<file path="config.mk">
export PLATFORM = sky130hd
export DESIGN_NAME = sha1_hash_engine
export DESIGN_NICKNAME = d
export VERILOG_FILES = /design/src/sv/sha1he_pkg.sv /design/src/sv/sha1he_round.sv /design/src/sv/sha1_hash_engine.sv
export VERILOG_INCLUDE_DIRS = /design/src /design/src/sv
export SDC_FILE = /design/constraint.sdc
export NUM_CORES = 2
export LEC_CHECK = 0
export ABC_AREA = 1
export CORE_MARGIN = 3
export CORE_UTILIZATION = 30
export DETAILED_ROUTE_END_ITERATION = 12
export DONT_BUFFER_PORTS = 1
export GPL_TIMING_DRIVEN = 0
export SETUP_SLACK_MARGIN = 0.1
export SLEW_MARGIN = 20
export SYNTH_ARGS = -nofsm -noshare
export SYNTH_HDL_FRONTEND = slang
export SYNTH_HIERARCHICAL = 1
export SYNTH_SLANG_ARGS = --single-unit
</file>
<file path="constraint.sdc">
create_clock -name clk -period 6.3 [get_ports clk]
set_input_delay 1.89 -clock clk [delete_from_list [all_inputs] [get_ports clk]]
set_output_delay 1.89 -clock clk [all_outputs]
set_load 0.02 [all_outputs]
</file>
<file path="src/sv/sha1_hash_engine_macros.svh">
// Assertion macros shared by the SHA-1 hash engine RTL.
`ifndef SHA1_HASH_ENGINE_MACROS_SVH
`define SHA1_HASH_ENGINE_MACROS_SVH

// Same-cycle implication, sampled on clk and idle while rst_n is low.
`define SHA1HE_ASSERT_IMP(label, ante, cons, msg) \
    label: assert property (@(posedge clk) disable iff (!rst_n) (ante) |-> (cons)) \
        else $error(msg);

// Next-cycle implication, sampled on clk and idle while rst_n is low.
`define SHA1HE_ASSERT_NXT(label, ante, cons, msg) \
    label: assert property (@(posedge clk) disable iff (!rst_n) (ante) |=> (cons)) \
        else $error(msg);

`endif

</file>
<file path="src/sv/sha1he_pkg.sv">
// Shared types and constants of the SHA-1 hash engine.
`default_nettype none

package sha1he_pkg;

    localparam int unsigned ROUNDS = 80;

    // The five round variables, also used for the five chaining words.
    typedef struct packed {
        logic [31:0] a;
        logic [31:0] b;
        logic [31:0] c;
        logic [31:0] d;
        logic [31:0] e;
    } sha1he_vars_t;

    localparam sha1he_vars_t INIT_CHAIN = '{
        a: 32'h6745_2301,
        b: 32'hefcd_ab89,
        c: 32'h98ba_dcfe,
        d: 32'h1032_5476,
        e: 32'hc3d2_e1f0
    };

    localparam logic [31:0] K_0 = 32'h5a82_7999;
    localparam logic [31:0] K_1 = 32'h6ed9_eba1;
    localparam logic [31:0] K_2 = 32'h8f1b_bcdc;
    localparam logic [31:0] K_3 = 32'hca62_c1d6;

    localparam logic [7:0] PAD_BYTE = 8'h80;

    typedef enum logic [2:0] {
        ST_IDLE,
        ST_ROUND,
        ST_ADD,
        ST_PAD,
        ST_LEN,
        ST_OUT
    } sha1he_state_t;

endpackage

`default_nettype wire

</file>
<file path="src/sv/sha1he_round.sv">
// One SHA-1 round and one message schedule step, shared by all 80 rounds.
`default_nettype none

module sha1he_round (
    input  var sha1he_pkg::sha1he_vars_t vars,
    input  wire logic [6:0]              round,
    input  wire logic [31:0]             w0,
    input  wire logic [31:0]             w2,
    input  wire logic [31:0]             w8,
    input  wire logic [31:0]             w13,
    output sha1he_pkg::sha1he_vars_t     vars_next,
    output logic [31:0]                  w_new
);

    logic [31:0] f;
    logic [31:0] k;
    logic [31:0] w_mix;

    // Round function and constant change every twenty rounds.
    always_comb
    begin
        if (round < 7'd20)
        begin
            f = (vars.b & vars.c) | (~vars.b & vars.d);
            k = sha1he_pkg::K_0;
        end
        else if (round < 7'd40)
        begin
            f = vars.b ^ vars.c ^ vars.d;
            k = sha1he_pkg::K_1;
        end
        else if (round < 7'd60)
        begin
            f = (vars.b & vars.c) | (vars.b & vars.d) | (vars.c & vars.d);
            k = sha1he_pkg::K_2;
        end
        else
        begin
            f = vars.b ^ vars.c ^ vars.d;
            k = sha1he_pkg::K_3;
        end
    end

    assign vars_next.a = {vars.a[26:0], vars.a[31:27]} + f + vars.e + k + w0;
    assign vars_next.b = vars.a;
    assign vars_next.c = {vars.b[1:0], vars.b[31:2]};
    assign vars_next.d = vars.c;
    assign vars_next.e = vars.d;

    // Schedule word sixteen places ahead of the one used in this round.
    assign w_mix = w13 ^ w8 ^ w2 ^ w0;
    assign w_new = {w_mix[30:0], w_mix[31]};

endmodule

`default_nettype wire

</file>
<file path="src/sv/sha1_hash_engine.sv">
// SHA-1 hash engine: byte stream in, five-word digest out.
//
// The engine hashes a message delivered one byte per input transfer. A
// transfer with tuser high carries a byte in tdata[7:0]; tlast ends the
// message, after the byte if both are set, and a transfer with tlast and no
// byte ends the message as it stands (alone, the empty message). A transfer
// with neither does nothing. A byte that does not complete a 64-byte block
// is taken and the engine is ready again at once. A byte that completes a
// block starts the compression: 80 rounds at one round per cycle in a
// single shared round unit, then the add into the chaining words, with
// tready low throughout. On the last transfer the engine writes the 0x80
// marker, compresses once more if 56 or more bytes of the final block are
// used, writes the 64-bit bit length and compresses the final block, then
// offers the digest as five output transfers, word 0 (most significant)
// first, with tuser giving the word index and tlast marking word 4. The
// round unit sets the pace: one round per clock cycle. While the digest is
// being offered no input is taken; after word 4 has been transferred the
// engine is back in its reset state, ready for the next message. The byte
// count is 61 bits and wraps, so the length field is that count times eight.
`default_nettype none

`include "sha1_hash_engine_macros.svh"

module sha1_hash_engine (
    input  wire logic        clk,
    input  wire logic        rst_n,
    // Input stream.
    input  wire logic        s_axis_tvalid,
    output logic             s_axis_tready,
    input  wire logic [7:0]  s_axis_tdata,   // [7:0] data_byte
    input  wire logic        s_axis_tuser,   // [0] has_byte
    input  wire logic        s_axis_tlast,   // is_last
    // Digest stream.
    output logic             m_axis_tvalid,
    input  wire logic        m_axis_tready,
    output logic [31:0]      m_axis_tdata,   // [31:0] digest_word
    output logic [2:0]       m_axis_tuser,   // [2:0] word_index
    output logic             m_axis_tlast    // last_word
);

    sha1he_pkg::sha1he_state_t state_reg;
    sha1he_pkg::sha1he_state_t state_next;
    // State to resume once a compression has finished.
    sha1he_pkg::sha1he_state_t ret_reg;

    sha1he_pkg::sha1he_vars_t  chain_reg;
    sha1he_pkg::sha1he_vars_t  vars_reg;
    sha1he_pkg::sha1he_vars_t  vars_rnd;

    // Sixteen-word window of the message schedule. During a compression it
    // shifts towards word 0 each round, so word 0 is always the word in use.
    logic [31:0] win_reg [16];
    logic [31:0] w_new;

    logic [60:0] count_reg;
    logic [60:0] count_inc;
    logic [5:0]  pos;
    logic [6:0]  round_reg;
    logic [2:0]  out_idx_reg;

    logic        in_xfer;
    logic        out_xfer;
    logic        block_full;
    logic [31:0] data_lane;
    logic [31:0] pad_lane;
    logic [63:0] bit_len;

    assign in_xfer    = s_axis_tvalid && s_axis_tready;
    assign out_xfer   = m_axis_tvalid && m_axis_tready;
    assign count_inc  = count_reg + 61'd1;
    assign pos        = count_reg[5:0];
    assign block_full = (count_inc[5:0] == 6'd0);
    assign bit_len    = {count_reg, 3'b000};

    // Bytes are packed big-endian: position 0 of a word is its top byte.
    assign data_lane = {24'd0, s_axis_tdata} << {~pos[1:0], 3'b000};
    assign pad_lane  = {24'd0, sha1he_pkg::PAD_BYTE} << {~pos[1:0], 3'b000};

    sha1he_round u_round (
        .vars      (vars_reg),
        .round     (round_reg),
        .w0        (win_reg[0]),
        .w2        (win_reg[2]),
        .w8        (win_reg[8]),
        .w13       (win_reg[13]),
        .vars_next (vars_rnd),
        .w_new     (w_new)
    );

    // Sequencer: next state and handshake outputs.
    always_comb
    begin
        state_next    = state_reg;
        s_axis_tready = 1'b0;
        m_axis_tvalid = 1'b0;
        unique case (state_reg)
            sha1he_pkg::ST_IDLE:
            begin
                s_axis_tready = 1'b1;
                if (s_axis_tvalid)
                begin
                    if (s_axis_tuser && block_full)
                    begin
                        state_next = sha1he_pkg::ST_ROUND;
                    end
                    else if (s_axis_tlast)
                    begin
                        state_next = sha1he_pkg::ST_PAD;
                    end
                end
            end
            sha1he_pkg::ST_ROUND:
            begin
                if (round_reg == 7'(sha1he_pkg::ROUNDS - 1))
                begin
                    state_next = sha1he_pkg::ST_ADD;
                end
            end
            sha1he_pkg::ST_ADD:
            begin
                state_next = ret_reg;
            end
            sha1he_pkg::ST_PAD:
            begin
                state_next = (pos >= 6'd56) ? sha1he_pkg::ST_ROUND : sha1he_pkg::ST_LEN;
            end
            sha1he_pkg::ST_LEN:
            begin
                state_next = sha1he_pkg::ST_ROUND;
            end
            sha1he_pkg::ST_OUT:
            begin
                m_axis_tvalid = 1'b1;
                if (m_axis_tready && (out_idx_reg == 3'd4))
                begin
                    state_next = sha1he_pkg::ST_IDLE;
                end
            end
            default:
            begin
                state_next = sha1he_pkg::ST_IDLE;
            end
        endcase
    end

    always_ff @(posedge clk or negedge rst_n)
    begin
        if (!rst_n)
        begin
            state_reg <= sha1he_pkg::ST_IDLE;
        end
        else
        begin
            state_reg <= state_next;
        end
    end

    // Chaining words, schedule window, byte count and sequencing counters.
    always_ff @(posedge clk or negedge rst_n)
    begin
        if (!rst_n)
        begin
            chain_reg   <= sha1he_pkg::INIT_CHAIN;
            count_reg   <= '0;
            round_reg   <= '0;
            out_idx_reg <= '0;
            ret_reg     <= sha1he_pkg::ST_IDLE;
            for (int i = 0; i < 16; i++)
            begin
                win_reg[i] <= '0;
            end
        end
        else
        begin
            unique case (state_reg)
                sha1he_pkg::ST_IDLE:
                begin
                    if (in_xfer && s_axis_tuser)
                    begin
                        win_reg[pos[5:2]] <= win_reg[pos[5:2]] | data_lane;
                        count_reg         <= count_inc;
                        round_reg         <= '0;
                        ret_reg           <= s_axis_tlast ? sha1he_pkg::ST_PAD
                                                          : sha1he_pkg::ST_IDLE;
                    end
                end
                sha1he_pkg::ST_ROUND:
                begin
                    for (int i = 0; i < 15; i++)
                    begin
                        win_reg[i] <= win_reg[i + 1];
                    end
                    win_reg[15] <= w_new;
                    round_reg   <= round_reg + 7'd1;
                end
                sha1he_pkg::ST_ADD:
                begin
                    chain_reg.a <= chain_reg.a + vars_reg.a;
                    chain_reg.b <= chain_reg.b + vars_reg.b;
                    chain_reg.c <= chain_reg.c + vars_reg.c;
                    chain_reg.d <= chain_reg.d + vars_reg.d;
                    chain_reg.e <= chain_reg.e + vars_reg.e;
                    for (int i = 0; i < 16; i++)
                    begin
                        win_reg[i] <= '0;
                    end
                end
                sha1he_pkg::ST_PAD:
                begin
                    win_reg[pos[5:2]] <= win_reg[pos[5:2]] | pad_lane;
                    round_reg         <= '0;
                    ret_reg           <= sha1he_pkg::ST_LEN;
                end
                sha1he_pkg::ST_LEN:
                begin
                    win_reg[14] <= bit_len[63:32];
                    win_reg[15] <= bit_len[31:0];
                    round_reg   <= '0;
                    out_idx_reg <= '0;
                    ret_reg     <= sha1he_pkg::ST_OUT;
                end
                sha1he_pkg::ST_OUT:
                begin
                    if (out_xfer)
                    begin
                        if (out_idx_reg == 3'd4)
                        begin
                            chain_reg   <= sha1he_pkg::INIT_CHAIN;
                            count_reg   <= '0;
                            out_idx_reg <= '0;
                        end
                        else
                        begin
                            out_idx_reg <= out_idx_reg + 3'd1;
                        end
                    end
                end
                default:
                begin
                    round_reg <= '0;
                end
            endcase
        end
    end

    // Round variables: loaded from the chaining words whenever a
    // compression is about to start, then advanced once per round.
    always_ff @(posedge clk)
    begin
        if (state_reg == sha1he_pkg::ST_ROUND)
        begin
            vars_reg <= vars_rnd;
        end
        else if (state_next == sha1he_pkg::ST_ROUND)
        begin
            vars_reg <= chain_reg;
        end
    end

    // Digest word selection.
    always_comb
    begin
        case (out_idx_reg)
            3'd0:    m_axis_tdata = chain_reg.a;
            3'd1:    m_axis_tdata = chain_reg.b;
            3'd2:    m_axis_tdata = chain_reg.c;
            3'd3:    m_axis_tdata = chain_reg.d;
            default: m_axis_tdata = chain_reg.e;
        endcase
    end

    assign m_axis_tuser = out_idx_reg;
    assign m_axis_tlast = (out_idx_reg == 3'd4);

    // The engine never takes input while a digest is on offer.
    `SHA1HE_ASSERT_IMP(a_no_overlap, s_axis_tready, !m_axis_tvalid,
        "input ready while digest is offered")
    // The digest word index stays within the five chaining words.
    `SHA1HE_ASSERT_IMP(a_idx_range, m_axis_tvalid, out_idx_reg <= 3'd4,
        "digest word index out of range")
    // The last round is always followed by the add into the chaining words.
    `SHA1HE_ASSERT_NXT(a_round_end,
        (state_reg == sha1he_pkg::ST_ROUND) && (round_reg == 7'(sha1he_pkg::ROUNDS - 1)),
        state_reg == sha1he_pkg::ST_ADD,
        "compression did not end after the last round")
    // After the final digest word the engine is back at its reset state.
    `SHA1HE_ASSERT_NXT(a_restart, out_xfer && m_axis_tlast,
        (state_reg == sha1he_pkg::ST_IDLE) && (count_reg == 61'd0),
        "engine not restored after digest")

endmodule

`default_nettype wire

</file>
After elaboration in Yosys (flattened, before gate mapping)
Index checks and enable logic that the tools add are counted.

storage, ports and cells
  input bits = 14
  flip-flop bits (word level) = 909
  logic and storage cells = 150
  output and inout port bits = 38

operators by class
  add/subtract/negate cells = 12
  eq/ne operators = 14
  order comparisons = 6
  muxes and demuxes = 43
  shift operators = 2
  bitwise gates (word level) = 18
  reductions and logical operators = 24

operator list
  operator                 number
  $pmux W448 S4            1
  $bwmux W512              2
  $mux W160                4
  $mux W512                1
  $pmux W160 S2            1
  $pmux W64 S5             1
  $add A32 B32 Y32         9
  $mux W32                 8
  $mux W61                 3
  $or A32 B32 Y32          5
  $xor A32 B32 Y32         5
  $and A32 B32 Y32         4
  $bmux W32 S4             1
  $demux W32 S4            1
  $pmux W32 S4             1
  $pmux W61 S2             1
  $add A61 B1 Y61 const B  1
  $not A32 Y32             1
  $shl A8 B5 Y32           1
  $shl A8 B5 Y32 const A   1
  $mux W31                 1
  $mux W3                  9
  $pmux W7 S3              1
  $pmux W3 S6              1
  31 further kinds         55

Depth between registers and ports, before layout
  depth in word-level cells = 11
  mapped depth = 28

Modules after synthesis
Netlist, hierarchy kept.

modules (own cells, without submodules)
  module            seq. area each (sq um)  instances  area an instance (sq um)  cells an instance
  sha1_hash_engine  23,647.7                1          63,390.8                  9,800
  sha1he_round      0.0                     1          8,147.8                   1,168

Worst setup path before layout
No wires, ideal clock.

  kind = in2reg
  start point = input port s_axis_tvalid
  end point = register vars_reg[0] (netlist name), enable pin
  setup slack = -93 ps
  stages on the path = 6
  library setup time = 526 ps
  data arrival time = 5,866 ps
  path through = nand3_1 > nor2_1 > nand4_1 > o21ai_0 > nand3b_1 > nand2_1

between the ends
  cells in the longest elaborated chain, start to end = 4

ends and longest elaborated chain
  item                          RTL line                 source
  start, declared               sha1_hash_engine.sv:28   input wire logic s_axis_tvalid,
  $mux W3                       sha1_hash_engine.sv:100  if (s_axis_tvalid)
  $pmux W3 S6                   sha1_hash_engine.sv:96   unique case (state_reg)
  via state_next[0]             sha1_hash_engine.sv:42   sha1he_pkg::sha1he_state_t state_next;
  $eq A3 B1 Y1                  sha1_hash_engine.sv:254  else if (state_next == sha1he_pkg::ST_ROUND)
  $reduce_bool A2 Y1 (no line)  n/a
  end signal, assigned          sha1_hash_engine.sv:252  vars_reg <= vars_rnd;
  end signal, assigned          sha1_hash_engine.sv:256  vars_reg <= chain_reg;
  end, declared                 sha1_hash_engine.sv:47   sha1he_pkg::sha1he_vars_t vars_reg;

The timed path passes the listed nets, and every way through them passes these cells.
A chain may end at the register's enable or synchronous reset.

Worst setup path in the final report
  start point = register out_idx_reg[2], in the netlist m_axis_tuser[2]
  end point = output port m_axis_tdata[5]

between the ends
  cells in the longest elaborated chain, start to end = 2

ends and longest elaborated chain
  item                                  RTL line                 source
  start, declared                       sha1_hash_engine.sv:59   logic [2:0] out_idx_reg;
  start signal, assigned                sha1_hash_engine.sv:234  out_idx_reg <= out_idx_reg + 3'd1;
  $eq A3 B2 Y1 (tied with other cells)  sha1_hash_engine.sv:263  case (out_idx_reg)
  $pmux W32 S4 (*)                      sha1_hash_engine.sv:263
  end, declared                         sha1_hash_engine.sv:36   output logic [31:0] m_axis_tdata,

Mark *: on every way between the ends. The rest lies on a longest branch, timed or not.

==> flow_summary.ini <==
[final_layout]
drive_gt1_share_pct = 6.871
fin_nets = 11450
area_growth_pct = 11.99
post-route-util_pct = 33.90

[die]
die_h_um = 494.3
fp-row-count = 178
fp.dieW_um = 494.3
ioPinCount = 52
initial_core_util_pct = 30.27
fp.coreArea_mm2 = 0.2363
die_area_mm2 = 0.2444

[setup_path]
cp-end-kind = output port
crit_type = flop to output port
worst_r2r_endpoint = vars_reg[157]$_DFFE_PP_
r2r_slack_ns = 0.83
critPathMaxFanout = 11
r2r_cells = 22
worstPathArrival_ns = 4.30
timing.rr.start = round_reg[5]$_DFFE_PN0P_
required_ns = 4.41
start_kind = flop

[cts]
clock_latency_ns = 0.85
clock_sinks = 909
cts_buffers = 118
cts_root_buf = clkbuf_16
cts.path.max_buffers = 3
cts_tree = done
clkTransAtPathRegs_ns = 0.05
h-tree-depth = 3

[place]
port_buffers = 0
dp_hpwl_mm = 281.7
place_worst_setup_slack_ns = 0.009112
place.gp.congestion = 1.049

[sta]
fmax_ghz = 0.1616
finalSetupTns_ns = 0
clock_skew_ns = 0.09888
rsz0062_at_grt = true
fin_hold_ws_ns = 0.4795
worst_slew_pin_slew_ns = 1.304
worst_slack_ns = 0.1121
relSlewSlack_pct = 13.04
setup_viol = 0
slew_violations = 0
hold_viol_final = 0
finalWorstPathRequiredPeriod_ns = 6.188
finalCritPeriodShare_pct = 98.22

[detailed_routing]
drt_iter0_markers = 9579
vias = 76300
firstDrtPassIters = 6
wl_mm = 355.3
final_antenna_net_count = 0
wl_per_cell_um = 24.74
viasPerCell = 5.313
drc = 0

[logic_synthesis]
synth_fp_nets = 11310
synth_top_area_share_pct = 27.11
async_flop_share_pct = 82.40
yosysWarnings = 6
syn_inst = 10970
ys_types = 54
ys_seq_elements = 909
synthDominantAreaCellType = nand2_1
synth_edf_count = 160
ys_seq_area_share_pct = 33.06
syn_area_per_cell_um2 = 6.522
yosys_most_used_dff = dfrtp_1
synth_area_leaders = nand2_1 27%, dfrtp_1 23%, edfxtp_1 6.7%
synth_area_mm2 = 0.07154

[global_route]
track_usage_pct = 28.23
antenna_found_initial = 10
first_global_vias = 70510
grt_overflow = 0
grt_first_pass_wirelength_mm = 504.4
grt_max_degree = 187

[run]
maxCapViolCount = 0

[run_status]
status = finished clean

[hold_path]
holdCritPathClass = flop to flop
hold-path-cell-count = 2
-- area by class of cell --
| cell class | instances | area, um2 |
|---|---|---|
| Sequential cell | 909 | 23650 |
| Multi-Input combinational cell | 8458 | 41230 |
| Timing Repair Buffer | 17 | 335.3 |
| Fill cell | 26090 | 156200 |
| Buffer | 613 | 3102 |
| Tap cell | 3150 | 3941 |
| Clock inverter | 61 | 774.5 |
| Clock buffer | 161 | 3356 |
| Inverter | 988 | 3715 |
| Antenna cell | 5 | 12.51 |
-- worst max path at each step --
stage	start	to	slack, ns	cells past startpoint
floorplan	s_axis_tvalid	vars_reg[0]$_DFFE_PP_	1.48	6
global placement	state_reg[2]$_DFF_PN0_	vars_reg[58]$_DFFE_PP_	-0.75	8
detailed placement	m_axis_tuser[2]$_DFFE_PN0P_	m_axis_tdata[26]	0.009	10
CTS	m_axis_tuser[2]$_DFFE_PN0P_	m_axis_tdata[8]	0.11	10
global route	m_axis_tuser[2]$_DFFE_PN0P_	m_axis_tdata[5]	0.1	10
finish	m_axis_tuser[2]$_DFFE_PN0P_	m_axis_tdata[5]	0.11	10
-- synthesized netlist by cell type (all sizes together) (37+ instances only) --
cell type     n
a21oi       261
o21ai       328
inv         981
edfxtp      160
nand3       386
a22oi       399
ha          203
xnor2        78
a221oi       63
nand2      5176
dfstp        80
clkbuf      271
o21bai       37
dfrtp       669
xor2        100
o22ai       111
nor2        829
nor3         74
fa          125
nand4       190
buf         342
-- layer usage --
| layer | up-vias | GRT usage, % | wire length (um) |
|---|---|---|---|
| met5 | - | 0 | 61 |
| met4 | 10 | 15.39 | 23560 |
| met3 | 869 | 6.794 | 36940 |
| met2 | 4016 | 42.82 | 151600 |
| met1 | 36250 | 36.90 | 143200 |
| li1 | 35160 | - | - |
-- through the flow --
stage               area, um2  instances
global placement        75480      14120
finish                  80120      14360
floorplan               71540      10970
global route            80110      14360
CTS                     80020      14360
detailed placement      75810      14130
-- layout by cell type (no fill, tap or decap), types with 100 or more instances in the layout --
master / n
xor2_1: 100
a21oi_1: 252
buf_2: 177
o21ai_0: 317
nand4_1: 190
inv_1: 940
fa_1: 125
o22ai_1: 111
buf_4: 150
nand2_1: 5159
ha_1: 202
a22oi_1: 399
edfxtp_1: 160
dfrtp_1: 668
clkbuf_1: 271
nor2_1: 796
clkbuf_16: 119
nand3_1: 380
-- kinds of logic after synthesis --
logic type | Yosys count | share of synthesized area (%)
buf+inv | 1601 | 9.487
simple gates | 6707 | 37.16
fa+ha+maj | 328 | 7.048
compound gates | 1245 | 11.07
flops | 909 | 33.06
xor+xnor | 178 | 2.179
-- critical path: stages (launching register included) --
cell and delay, ns:
dfrtp_2 0.56, clkinvlp_4 0.13, buf_4 0.17, clkbuf_2 0.33
ha_2 0.39, clkbuf_1 0.26, clkbuf_2 0.30, nand2_1 0.25
o21ai_0 0.16, a221oi_2 0.44, nand2_1 0.47
-- repair_timing --
item,CTS,global route
setup endpoints to repair,32,30
hold buffers,0,0
gates resized for setup,16,14
buffers inserted,2,0
Power is left out: the tool's default activity adds up to more than one toggle a clock period on the data nets, which glitch-free logic cannot reach.
